--- config.mk ---
export PLATFORM = sky130hd
export DESIGN_NAME = joystick_frame_to_axis_events
export DESIGN_NICKNAME = d
export VERILOG_FILES = /design/src/sv/jfae_pkg.sv /design/src/sv/joystick_frame_to_axis_events.sv
export SDC_FILE = /design/constraint.sdc
export NUM_CORES = 1
export LEC_CHECK = 0
export BUFFER_PORTS_ARGS = -buffer_cell sky130_fd_sc_hd__buf_2
export CAP_MARGIN = 15
export CORE_ASPECT_RATIO = 1.25
export CORE_MARGIN = 10
export CORE_UTILIZATION = 59
export DETAILED_ROUTE_END_ITERATION = 6
export PLACE_DENSITY = 0.73
export SETUP_SLACK_MARGIN = 0.2
export SKIP_LAST_GASP = 1
export SLEW_MARGIN = 20
export SYNTH_ARGS = -nofsm -noshare
export SYNTH_HDL_FRONTEND = slang
export SYNTH_SLANG_ARGS = --single-unit
--- constraint.sdc ---
create_clock -name clk -period 10.65 [get_ports clk]
set_clock_uncertainty 0.1 [all_clocks]
set_input_delay 3.195 -clock clk [delete_from_list [all_inputs] [get_ports clk]]
set_output_delay 3.195 -clock clk [all_outputs]
set_load 0.01 [all_outputs]
--- src/sv/jfae_pkg.sv ---
// ============================================================================
// jfae_pkg: shared types and constants for the joystick frame decoder
// Sequencer states, register indexes, event record and fixed frame codes.
// ============================================================================
`default_nettype none

package jfae_pkg;

	// frame delimiters and window geometry
	localparam logic [7:0] FRAME_HEAD = 8'hFF;
	localparam logic [7:0] FRAME_TAIL = 8'hFE;
	localparam int unsigned WIN_DEPTH = 5;
	localparam logic [2:0] WIN_FULL = 3'd5;

	// scaling
	localparam logic [6:0] SCALE_MULT = 7'd126;
	localparam int unsigned NUM_W = 15;
	localparam logic [3:0] DIV_STEPS = 4'd15;
	localparam logic signed [7:0] AXIS_MAX = 8'sd127;
	localparam logic signed [7:0] AXIS_MIN = -8'sd128;

	// key thresholds
	localparam logic signed [7:0] KEY_POS_TH = 8'sd64;
	localparam logic signed [7:0] KEY_NEG_TH = -8'sd64;

	// calibration reset values
	localparam logic [7:0] X_LOW_RST = 8'd76;
	localparam logic [7:0] X_CENTER_RST = 8'd137;
	localparam logic [7:0] X_HIGH_RST = 8'd200;
	localparam logic [7:0] Y_LOW_RST = 8'd72;
	localparam logic [7:0] Y_CENTER_RST = 8'd135;
	localparam logic [7:0] Y_HIGH_RST = 8'd200;
	localparam logic [6:0] DEAD_BAND_RST = 7'd10;

	// configuration register indexes
	typedef enum logic [2:0] {
		REG_X_LOW    = 3'd0,
		REG_X_CENTER = 3'd1,
		REG_X_HIGH   = 3'd2,
		REG_Y_LOW    = 3'd3,
		REG_Y_CENTER = 3'd4,
		REG_Y_HIGH   = 3'd5,
		REG_DEAD     = 3'd6,
		REG_MODE     = 3'd7
	} reg_idx_t;

	// sequencer states
	typedef enum logic [2:0] {
		ST_IDLE,
		ST_LOAD,
		ST_DIV,
		ST_POST,
		ST_OUT
	} state_t;

	// how the current axis value is formed
	typedef enum logic [1:0] {
		SC_DIVIDE,
		SC_CENTER,
		SC_NO_SPAN
	} scale_case_t;

	// event kinds, axes, keys (X positive is right, Y positive is down)
	localparam logic KIND_AXIS = 1'b0;
	localparam logic KIND_KEY = 1'b1;
	localparam logic AXIS_X = 1'b0;
	localparam logic AXIS_Y = 1'b1;
	localparam logic [1:0] KEY_X_POS = 2'd0;
	localparam logic [1:0] KEY_X_NEG = 2'd1;
	localparam logic [1:0] KEY_Y_POS = 2'd2;
	localparam logic [1:0] KEY_Y_NEG = 2'd3;
	localparam logic MODE_ANALOG = 1'b0;

	typedef struct packed {
		logic              kind;
		logic              axis;
		logic signed [7:0] value;
		logic [1:0]        key;
		logic              down;
	} event_t;

endpackage

`default_nettype wire

--- src/sv/joystick_frame_to_axis_events.sv ---
// ============================================================================
// joystick_frame_to_axis_events
// Finds 0xFF ... 0xFE six-byte frames in a serial byte stream, scales the two
// axis readings against calibration and reports changes as stream events.
// ============================================================================
// One received byte is taken per transaction. A byte that does not close a
// frame is taken at once while the block is idle. A byte that closes a frame
// holds the input off through the computation and the reported events
// (zero to two), longer while the event side stalls: both axes go one after
// the other through a single 15-step restoring divider (1 setup, 15 divide
// steps, 1 finish per axis; the divide steps are skipped for an axis whose
// reading sits at center or whose span is zero). Calibration and mode must
// only be written while the block is idle.
`default_nettype none

module joystick_frame_to_axis_events (
	input  wire         clk,
	input  wire         arst_n,
	// configuration
	input  wire         cfg_we,
	input  wire  [2:0]  cfg_index,
	input  wire  [7:0]  cfg_data,
	// received bytes
	input  wire         s_axis_tvalid,
	output logic        s_axis_tready,
	input  wire  [7:0]  s_axis_tdata,   // [7:0] rx_byte
	// events
	output logic        m_axis_tvalid,
	input  wire         m_axis_tready,
	output logic [15:0] m_axis_tdata,   // [0] axis_id, [8:1] axis_value,
	                                    // [10:9] key_id, [11] press, rest 0
	output logic        m_axis_tuser,   // [0] event_kind
	output logic        m_axis_tlast    // final_event
);
	import jfae_pkg::*;

	// configuration registers
	logic [7:0] x_low_q, x_center_q, x_high_q;
	logic [7:0] y_low_q, y_center_q, y_high_q;
	logic [6:0] dead_band_q;
	logic       report_mode_q;

	// frame search
	logic [7:0] win_q [WIN_DEPTH];
	logic [2:0] held_q;
	logic [7:0] raw_q [2];

	// sequencer and shared divider
	state_t            state_q, state_d;
	logic              axis_q;
	scale_case_t       case_q;
	logic              off_neg_q;
	logic              q_neg_q;
	logic [7:0]        den_q;
	logic [7:0]        rem_q;
	logic [NUM_W-1:0]  quo_q;
	logic [3:0]        step_q;
	logic signed [7:0] prev_q [2];

	// event buffer
	event_t     ev_q [2];
	logic [1:0] ev_cnt_q;
	logic       rd_idx_q;

	logic in_acc, out_acc, frame_hit;

	assign in_acc = s_axis_tvalid & s_axis_tready;
	assign out_acc = m_axis_tvalid & m_axis_tready;
	assign frame_hit = (held_q == WIN_FULL) && (win_q[0] == FRAME_HEAD)
		&& (s_axis_tdata == FRAME_TAIL);

	// operand selection for the axis being worked on
	logic [7:0]        cur_raw, cur_low, cur_ctr, cur_high;
	logic signed [8:0] off, span;
	logic [7:0]        off_mag, span_mag;
	logic [NUM_W-1:0]  num;

	always_comb begin
		cur_raw = raw_q[axis_q];
		cur_low = axis_q ? y_low_q : x_low_q;
		cur_ctr = axis_q ? y_center_q : x_center_q;
		cur_high = axis_q ? y_high_q : x_high_q;
		off = $signed({1'b0, cur_raw}) - $signed({1'b0, cur_ctr});
		if (off > 0) begin
			span = $signed({1'b0, cur_high}) - $signed({1'b0, cur_ctr});
		end else begin
			span = $signed({1'b0, cur_ctr}) - $signed({1'b0, cur_low});
		end
		off_mag = off[8] ? 8'(-off) : off[7:0];
		span_mag = span[8] ? 8'(-span) : span[7:0];
		num = NUM_W'(off_mag) * NUM_W'(SCALE_MULT);
	end

	// one restoring divider step
	logic [8:0] div_cand;
	logic       div_fit;

	assign div_cand = {rem_q, quo_q[NUM_W-1]};
	assign div_fit = div_cand >= {1'b0, den_q};

	// saturate and dead-zone the finished quotient
	logic signed [7:0] sat_val, new_val;
	logic [7:0]        new_mag;

	always_comb begin
		case (case_q)
			SC_CENTER: sat_val = '0;
			SC_NO_SPAN: sat_val = off_neg_q ? AXIS_MIN : AXIS_MAX;
			default: begin
				if (q_neg_q) begin
					sat_val = (quo_q > NUM_W'(128)) ? AXIS_MIN : 8'(-quo_q[7:0]);
				end else begin
					sat_val = (quo_q >= NUM_W'(127)) ? AXIS_MAX : quo_q[7:0];
				end
			end
		endcase
		new_mag = sat_val[7] ? 8'(-sat_val) : sat_val;
		new_val = (new_mag < {1'b0, dead_band_q}) ? '0 : sat_val;
	end

	// change detection and key crossing for the current axis
	logic signed [7:0] old_val;
	logic              ev_hit;
	event_t            ev_new;

	always_comb begin
		old_val = prev_q[axis_q];
		ev_new = '0;
		ev_new.axis = axis_q;
		ev_hit = 1'b0;
		if (new_val != old_val) begin
			if (report_mode_q == MODE_ANALOG) begin
				ev_hit = 1'b1;
				ev_new.kind = KIND_AXIS;
				ev_new.value = new_val;
			end else begin
				ev_new.kind = KIND_KEY;
				if (new_val >= KEY_POS_TH && old_val < KEY_POS_TH) begin
					ev_hit = 1'b1;
					ev_new.key = axis_q ? KEY_Y_POS : KEY_X_POS;
					ev_new.down = 1'b1;
				end else if (new_val < KEY_POS_TH && old_val >= KEY_POS_TH) begin
					ev_hit = 1'b1;
					ev_new.key = axis_q ? KEY_Y_POS : KEY_X_POS;
				end else if (new_val <= KEY_NEG_TH && old_val > KEY_NEG_TH) begin
					ev_hit = 1'b1;
					ev_new.key = axis_q ? KEY_Y_NEG : KEY_X_NEG;
					ev_new.down = 1'b1;
				end else if (new_val > KEY_NEG_TH && old_val <= KEY_NEG_TH) begin
					ev_hit = 1'b1;
					ev_new.key = axis_q ? KEY_Y_NEG : KEY_X_NEG;
				end
			end
		end
	end

	// state register
	always_ff @(posedge clk or negedge arst_n) begin
		if (!arst_n) begin
			state_q <= ST_IDLE;
		end else begin
			state_q <= state_d;
		end
	end

	// next state and handshake outputs
	always_comb begin
		state_d = state_q;
		s_axis_tready = 1'b0;
		m_axis_tvalid = 1'b0;
		case (state_q)
			ST_IDLE: begin
				s_axis_tready = 1'b1;
				if (in_acc && frame_hit) begin
					state_d = ST_LOAD;
				end
			end
			ST_LOAD: begin
				if (off == 0 || span == 0) begin
					state_d = ST_POST;
				end else begin
					state_d = ST_DIV;
				end
			end
			ST_DIV: begin
				if (step_q == 4'd1) begin
					state_d = ST_POST;
				end
			end
			ST_POST: begin
				if (axis_q == AXIS_X) begin
					state_d = ST_LOAD;
				end else if (ev_cnt_q != 2'd0 || ev_hit) begin
					state_d = ST_OUT;
				end else begin
					state_d = ST_IDLE;
				end
			end
			ST_OUT: begin
				m_axis_tvalid = 1'b1;
				if (out_acc && m_axis_tlast) begin
					state_d = ST_IDLE;
				end
			end
			default: state_d = ST_IDLE;
		endcase
	end

	// event output
	always_comb begin
		m_axis_tdata = {4'b0, ev_q[rd_idx_q].down, ev_q[rd_idx_q].key,
			ev_q[rd_idx_q].value, ev_q[rd_idx_q].axis};
		m_axis_tuser = ev_q[rd_idx_q].kind;
		m_axis_tlast = ({1'b0, rd_idx_q} == 2'(ev_cnt_q - 2'd1));
	end

	// configuration writes
	always_ff @(posedge clk or negedge arst_n) begin
		if (!arst_n) begin
			x_low_q <= X_LOW_RST;
			x_center_q <= X_CENTER_RST;
			x_high_q <= X_HIGH_RST;
			y_low_q <= Y_LOW_RST;
			y_center_q <= Y_CENTER_RST;
			y_high_q <= Y_HIGH_RST;
			dead_band_q <= DEAD_BAND_RST;
			report_mode_q <= MODE_ANALOG;
		end else if (cfg_we) begin
			case (reg_idx_t'(cfg_index))
				REG_X_LOW: x_low_q <= cfg_data;
				REG_X_CENTER: x_center_q <= cfg_data;
				REG_X_HIGH: x_high_q <= cfg_data;
				REG_Y_LOW: y_low_q <= cfg_data;
				REG_Y_CENTER: y_center_q <= cfg_data;
				REG_Y_HIGH: y_high_q <= cfg_data;
				REG_DEAD: dead_band_q <= cfg_data[6:0];
				REG_MODE: report_mode_q <= cfg_data[0];
				default: ;
			endcase
		end
	end

	// byte window: fill, then slide; empties on a frame match
	always_ff @(posedge clk or negedge arst_n) begin
		if (!arst_n) begin
			held_q <= '0;
			for (int i = 0; i < WIN_DEPTH; i++) begin
				win_q[i] <= '0;
			end
		end else if (in_acc) begin
			if (frame_hit) begin
				held_q <= '0;
				for (int i = 0; i < WIN_DEPTH; i++) begin
					win_q[i] <= '0;
				end
			end else if (held_q < WIN_FULL) begin
				win_q[held_q] <= s_axis_tdata;
				held_q <= held_q + 3'd1;
			end else begin
				for (int i = 0; i < WIN_DEPTH - 1; i++) begin
					win_q[i] <= win_q[i+1];
				end
				win_q[WIN_DEPTH-1] <= s_axis_tdata;
			end
		end
	end

	// raw readings of a matched frame
	always_ff @(posedge clk) begin
		if (in_acc && frame_hit) begin
			raw_q[0] <= win_q[3];
			raw_q[1] <= win_q[4];
		end
	end

	// divider and scaling datapath
	always_ff @(posedge clk) begin
		case (state_q)
			ST_LOAD: begin
				off_neg_q <= off[8];
				q_neg_q <= off[8] ^ span[8];
				den_q <= span_mag;
				rem_q <= '0;
				quo_q <= num;
				step_q <= DIV_STEPS;
				if (off == 0) begin
					case_q <= SC_CENTER;
				end else if (span == 0) begin
					case_q <= SC_NO_SPAN;
				end else begin
					case_q <= SC_DIVIDE;
				end
			end
			ST_DIV: begin
				rem_q <= div_fit ? 8'(div_cand - {1'b0, den_q}) : div_cand[7:0];
				quo_q <= {quo_q[NUM_W-2:0], div_fit};
				step_q <= step_q - 4'd1;
			end
			default: ;
		endcase
	end

	// event buffer writes
	always_ff @(posedge clk) begin
		if (state_q == ST_POST && ev_hit) begin
			ev_q[ev_cnt_q[0]] <= ev_new;
		end
	end

	// axis selection, last values, event count and read pointer
	always_ff @(posedge clk or negedge arst_n) begin
		if (!arst_n) begin
			axis_q <= AXIS_X;
			prev_q[0] <= '0;
			prev_q[1] <= '0;
			ev_cnt_q <= '0;
			rd_idx_q <= 1'b0;
		end else begin
			case (state_q)
				ST_IDLE: begin
					axis_q <= AXIS_X;
					ev_cnt_q <= '0;
					rd_idx_q <= 1'b0;
				end
				ST_POST: begin
					prev_q[axis_q] <= new_val;
					axis_q <= AXIS_Y;
					if (ev_hit) begin
						ev_cnt_q <= ev_cnt_q + 2'd1;
					end
				end
				ST_OUT: begin
					if (out_acc && !m_axis_tlast) begin
						rd_idx_q <= 1'b1;
					end
				end
				default: ;
			endcase
		end
	end

`ifndef SYNTHESIS
	// input is never taken while an event is on offer
	assert property (@(posedge clk) disable iff (!arst_n)
		s_axis_tready |-> !m_axis_tvalid)
		else $error("byte accepted while an event is pending");

	// remainder stays below the divisor throughout the division
	assert property (@(posedge clk) disable iff (!arst_n)
		(state_q == ST_DIV) |-> (rem_q < den_q))
		else $error("divider remainder out of range");

	// an offered event always comes from a filled buffer slot
	assert property (@(posedge clk) disable iff (!arst_n)
		m_axis_tvalid |-> (ev_cnt_q != 2'd0 && {1'b0, rd_idx_q} < ev_cnt_q))
		else $error("event offered from an empty slot");

	// after the last event the block returns to taking bytes
	assert property (@(posedge clk) disable iff (!arst_n)
		(out_acc && m_axis_tlast) |=> s_axis_tready)
		else $error("block did not return to idle after the last event");
`endif

endmodule

`default_nettype wire
### Yosys cells after proc, flatten, opt, wreduce, memory -nomap -nowiden

Memory sizes are Yosys's and may differ from the RTL's.
Index checks and enable logic that the tools add are counted.

| storage, ports and cells | value |
|---|---|
| register bits after elaboration | 161 |
| bits in writable memories | 42 |
| bits of input ports | 24 |
| output and inout port bits | 20 |
| logic and storage cells | 193 |
| memories kept | 2 |

| operators by class | value |
|---|---|
| $add $sub $neg | 12 |
| multipliers | 1 |
| $lt $le $gt $ge | 18 |
| equality and inequality tests | 24 |
| muxes and demuxes | 68 |
| bitwise logic cells | 5 |
| reduce and logical (&&, ||, !) cells | 36 |

Memory list:

| memory | depth | width | rd ports | clocked after memory_dff | write ports | line | source |
|---|---|---|---|---|---|---|---|
| ev_q | 2 | 13 | 1 | 0 | 1 | joystick_frame_to_axis_events.sv:61 | `event_t ev_q [2];` |
| raw_q | 2 | 8 | 1 | 0 | 2 | joystick_frame_to_axis_events.sv:46 | `logic [7:0] raw_q [2];` |

Operator list:

| kind | number |
|---|---|
| 8-bit two-way mux | 18 |
| 40-bit two-way mux | 2 |
| 32-bit zero test | 2 |
| 40-bit bitwise mux | 1 |
| 8-bit negation | 4 |
| 8-bit case mux with 2 select lines | 2 |
| 15-bit case mux with 2 select lines | 1 |
| 3-bit two-way mux | 9 |
| 8-bit by 8-bit subtractor with 9-bit output | 3 |
| 8-bit demux with 3-bit select | 1 |
| 2-bit AND reduction | 11 |
| 3-bit equality test, second input constant | 6 |
| 1-bit two-way mux | 18 |
| 16-bit bitwise mux | 1 |
| 8-bit equality test, second input constant | 2 |
| 8-bit greater-or-equal comparator, second input constant | 2 |
| 8-bit by 7-bit > comparator with 1-bit output, second input constant | 2 |
| 8-bit by 7-bit <= comparator with 1-bit output, second input constant | 2 |
| 8-bit < comparator, second input constant | 2 |
| 15-bit by 7-bit greater-or-equal comparator with 1-bit output, second input constant | 1 |
| 15-bit by 8-bit > comparator with 1-bit output, second input constant | 1 |
| 3-bit case mux with 5 select lines | 1 |
| 8-bit by 6-bit multiplier with 14-bit output, second input constant | 1 |
| 2-bit two-way mux | 7 |
| 37 further kinds | 64 |

### Depth between registers and ports, before layout

| logic depth | value |
|---|---|
| depth in word-level cells | 20 |
| gate-level depth with buffers | 36 |

### Worst setup path after synthesis

Ideal clock, no wire load.

| timing path | value |
|---|---|
| path kind | register to register |
| start | register axis_q |
| end | register quo_q[14], data pin |
| setup time | 271 ps |
| arrival | 7494 ps |
| data required time | 10279 ps |
| slack | 2785 ps |
| cell stages (with the launch flop) | 36 |
| cell sequence | dfrtp_1 buf_1 clkbuf_1 clkbuf_1 mux2i_1 inv_1 fa_1 nor2b_1 o21ai_1 a21boi_1 o31a_1 o21ai_0 nand2b_1 clkbuf_1 inv_1 nand2_1 xor2_1 inv_1 fa_1 inv_1 fa_1 inv_1 fa_1 inv_1 ha_1 a21oi_1 nor2_1 nor2_1 o21bai_1 a21oi_1 o21bai_1 a21oi_1 o21bai_1 a21oi_1 xnor2_1 a21oi_1 |

RTL lines:

| what | line | source |
|---|---|---|
| start: declaration | joystick_frame_to_axis_events.sv:50 | `logic axis_q;` |
| start signal: assignment | joystick_frame_to_axis_events.sv:313 | `axis_q <= AXIS_X;` |
| start signal: assignment | joystick_frame_to_axis_events.sv:321 | `axis_q <= AXIS_X;` |
| start signal: assignment | joystick_frame_to_axis_events.sv:327 | `axis_q <= AXIS_Y;` |
| memory read 2 x 8 bit or 8-bit two-way mux (tied branches) | - |  |
| 8-bit by 8-bit subtractor with 9-bit output * | joystick_frame_to_axis_events.sv:83 | `off = $signed({1'b0, cur_raw}) - $signed({1'b0, cur_ctr});` |
| via off[8] | joystick_frame_to_axis_events.sv:74 | `logic signed [8:0] off, span;` |
| 8-bit two-way mux * | joystick_frame_to_axis_events.sv:89 | `off_mag = off[8] ? 8'(-off) : off[7:0];` |
| 8-bit by 6-bit multiplier with 14-bit output * | joystick_frame_to_axis_events.sv:91 | `num = NUM_W'(off_mag) * NUM_W'(SCALE_MULT);` |
| 15-bit case mux with 2 select lines * | joystick_frame_to_axis_events.sv:278 | `case (state_q)` |
| end signal: assignment | joystick_frame_to_axis_events.sv:284 | `quo_q <= num;` |
| end signal: assignment | joystick_frame_to_axis_events.sv:296 | `quo_q <= {quo_q[NUM_W-2:0], div_fit};` |
| end: declaration | joystick_frame_to_axis_events.sv:56 | `logic [NUM_W-1:0] quo_q;` |

The timed path passes the listed nets; every way through them passes the cells marked *.
A chain may end at the register's enable or synchronous reset.

### Worst setup path in the final report

Ends and elaborated chain as after synthesis.

==> reports/metrics.yaml <==
sta:
  period_needed_ns: 7.96
  hold_viol: 0
  max_freq_mhz: 126
  fin_crit_sh: 0.747
  finalSetupViolCount: 0
  slew_viol_final: 0
  grt_setup_unrepaired: "no"
  relSlewSlack: 0.316
  tightest_slew_ns: 1.02
  tns_ns: 0
  hold_slack_ns: 0.373
power_and_ir_drop:
  vdd_ir_drop_max_uv: 436
  swShare: 0.390
  power.density_nw_per_um2: 305
  pwr-share-seq: 0.252
  clockPowerShare: 0.169
  p_int_mw: 2.56
  p_leak_nw: 5.80
  switching_power_mw: 1.63
  comb_power_share: 0.579
  p_total_mw: 4.19
grt:
  grt.total_usage: 0.198
  antenna_found_initial: 0
  grt_max_degree: 64
  grt_pass1_vias: 9268
  overflow: 0
  grt_pass1_wl_um: 45400
die:
  core_um2: 20900
  die_y_um: 183
  die_x_um: 151
  die_area_um2: 27600
  rows: 59
  start_util: 0.601
  io-pin-count: 44
finish:
  area_delta_synth_final_pct: 9.10
  fillers: 1652
  final_nets: 1363
  layout_common_cells: "nor2_1 (109), dfrtp_1 (101), nand2_1 (98)"
  fin_cells: 1531
  diodes: 0
  drive_gt1_frac: 0.181
  final_util: 0.656
  layout_commonest_cell: "nor2_1"
flow_run:
  maxCapViolCount: 0
clocking:
  cts_buffers: 21
  clock_latency_ns: 0.50
  post_cts_buffers: 0
  clk_pin_slew_ns: 0.06
  cts_resized: 0
  clockRootBuffer: "clkbuf_16"
  cts_max_level: 1
  cts_sinks: 203
  hold_buffers: 0
  max-clock-path-buffers: 3
  cts_tree: "done"
synthesis:
  ys_ff_latch: 203
  yosysUniqueCellTypes: 75
  synth-edff-count: 81
  synth_warnings: 0
  syn_area_um2: 12600
  ys_async_sr_fraction: 0.601
  syn-instance-count: 1215
  synth_ff_type: "dfrtp_1"
  ys_seq_area_frac: 0.439
  postSynthAreaPerCell_um2: 10.3
critical_path:
  worstPathRequired_ns: 10.78
  cpMaxStageDelayCell: "dfrtp_2"
  start_kind: "flip-flop"
  crit_buf_inv: 7
  cp_max_fo: 28
  crit_arrival_ns: 8.09
  slowest_delay_ns: 0.83
  cp-end-kind: "flip-flop"
  critPathTopFamily: "adder cells"
  crit_type: "reg -> reg"
  crit_top_cell: "inv_1"
run_status:
  status: "complete, no violations"
drt:
  drt_first_pass_iters: 5
  dr_total_vias: 9013
  vias_per_cell: 5.89
  detail-route-antenna-nets: 0
  wire_per_inst_um: 17.7
  drt-initial-drc-count: 348
  wl_um: 27100
  drc_errors: 0
place:
  numPortBuffers: 39
  dp_cells: 1493
  post-dp-hpwl_um: 20000
  place_congestion: 0.901
hold_path:
  min_path_type: "reg -> reg"
metrics by stage:
| stage | area [um^2] | worst slack (ns) |
|---|---|---|
| 5_1_grt | 13700 | 2.06 |
| 2_1_floorplan | 12600 | 2.79 |
| 3_5_place_dp | 13000 | 2.73 |
| 6_report | 13700 | 2.69 |
| 4_1_cts | 13700 | 2.72 |
| 3_3_place_gp | 13000 | 2.98 |
cell families (layout without fill, tap and decap cells):
group / after synthesis / count (layout) / share of synthesized area
multiplexers: 124 / 124 / 0.108
flip-flops: 203 / 203 / 0.439
XOR/XNOR: 50 / 50 / 0.0349
buffers and inverters: 141 / 180 / 0.0440
AO/OA/AOI/OAI: 253 / 253 / 0.130
other: 1 / 4 / 0.000298
AND/OR/NAND/NOR: 346 / 346 / 0.134
adder cells (fa/ha/maj): 97 / 97 / 0.110
power by group through the flow:
stage                     Sequential, mW  Combinational, mW  Clock, mW
after global placement              1.07               2.34          0
after CTS                           1.06               2.44      0.722
final                               1.06               2.42      0.706
after detailed placement            1.07               2.41          0
after floorplan                     1.06               1.96          0
after global routing                1.06               2.84      0.748
layout make-up:
cell class	count	area [um^2]	share of cell area
Timing Repair Buffer	49	273	0.0199
Tap cell	274	343	0.0250
Clock buffer	35	641	0.0467
Inverter	93	349	0.0255
Sequential cell	203	5510	0.402
Clock inverter	3	18.8	0.00137
Multi-Input combinational cell	874	6570	0.480
worst paths after layout:
path | startpoint | to | slack, ns | depth (start not counted)
setup / recovery | axis_q | quo_q[14] | 2.69 | 33
max in group asynchronous | arst_n | axis_q | 6.47 | 2
hold reg to reg | win_q[0] | raw_q[1][0] | 0.37 | 0
min in group asynchronous | arst_n | x_center_q[6] | 2.65 | 1
setup reg to reg | axis_q | quo_q[14] | 2.69 | 33
hold / removal | win_q[0] | raw_q[1][0] | 0.37 | 0
synthesized netlist by cell type, drive strengths merged (6+ instances only):
cell type	instances	area, um^2
nand4b	6	52.6
mux2i	35	350
a32oi	28	245
a21o	8	60.1
a21boi	8	60.1
buf	10	61.3
o21ai	63	323
mux2	89	1000
nand4	8	50.1
nor4	7	58.8
clkbuf	38	143
ha	74	926
nor3	22	126
dfrtp	102	2550
or2	9	58.8
nor3b	8	60.1
dfstp	20	526
a31oi	9	56.3
fa	23	460
nor2	112	420
xnor2	34	298
nand2b	19	119
a21oi	87	450
inv	93	349
nor2b	20	125
nand3	13	65.1
nand2	99	374
edfxtp	81	2430
xor2	16	140
routing by layer:
layer / up-vias / track usage / routed length, um
li1: 4374 / - / -
met1: 4411 / 0.236 / 11300
met2: 181 / 0.359 / 14100
met3: 47 / 0.0241 / 934
met4: 0 / 0.0662 / 767
met5: - / 0 / 0
state kept, by name, indices dropped and copies added, names as in the netlist, 2 cells and up:
register,flops
quo_q,15
held_q,3
ev_cnt_q,2
step_q,4
x_high_q,8
x_center_q,8
rem_q,8
ev_q,26
y_low_q,8
y_high_q,8
win_q,40
y_center_q,8
x_low_q,8
den_q,8
dead_band_q,7
state_q,3
prev_q,16
case_q,2
raw_q,16
No activity file was read; power rests on OpenSTA's default activity.
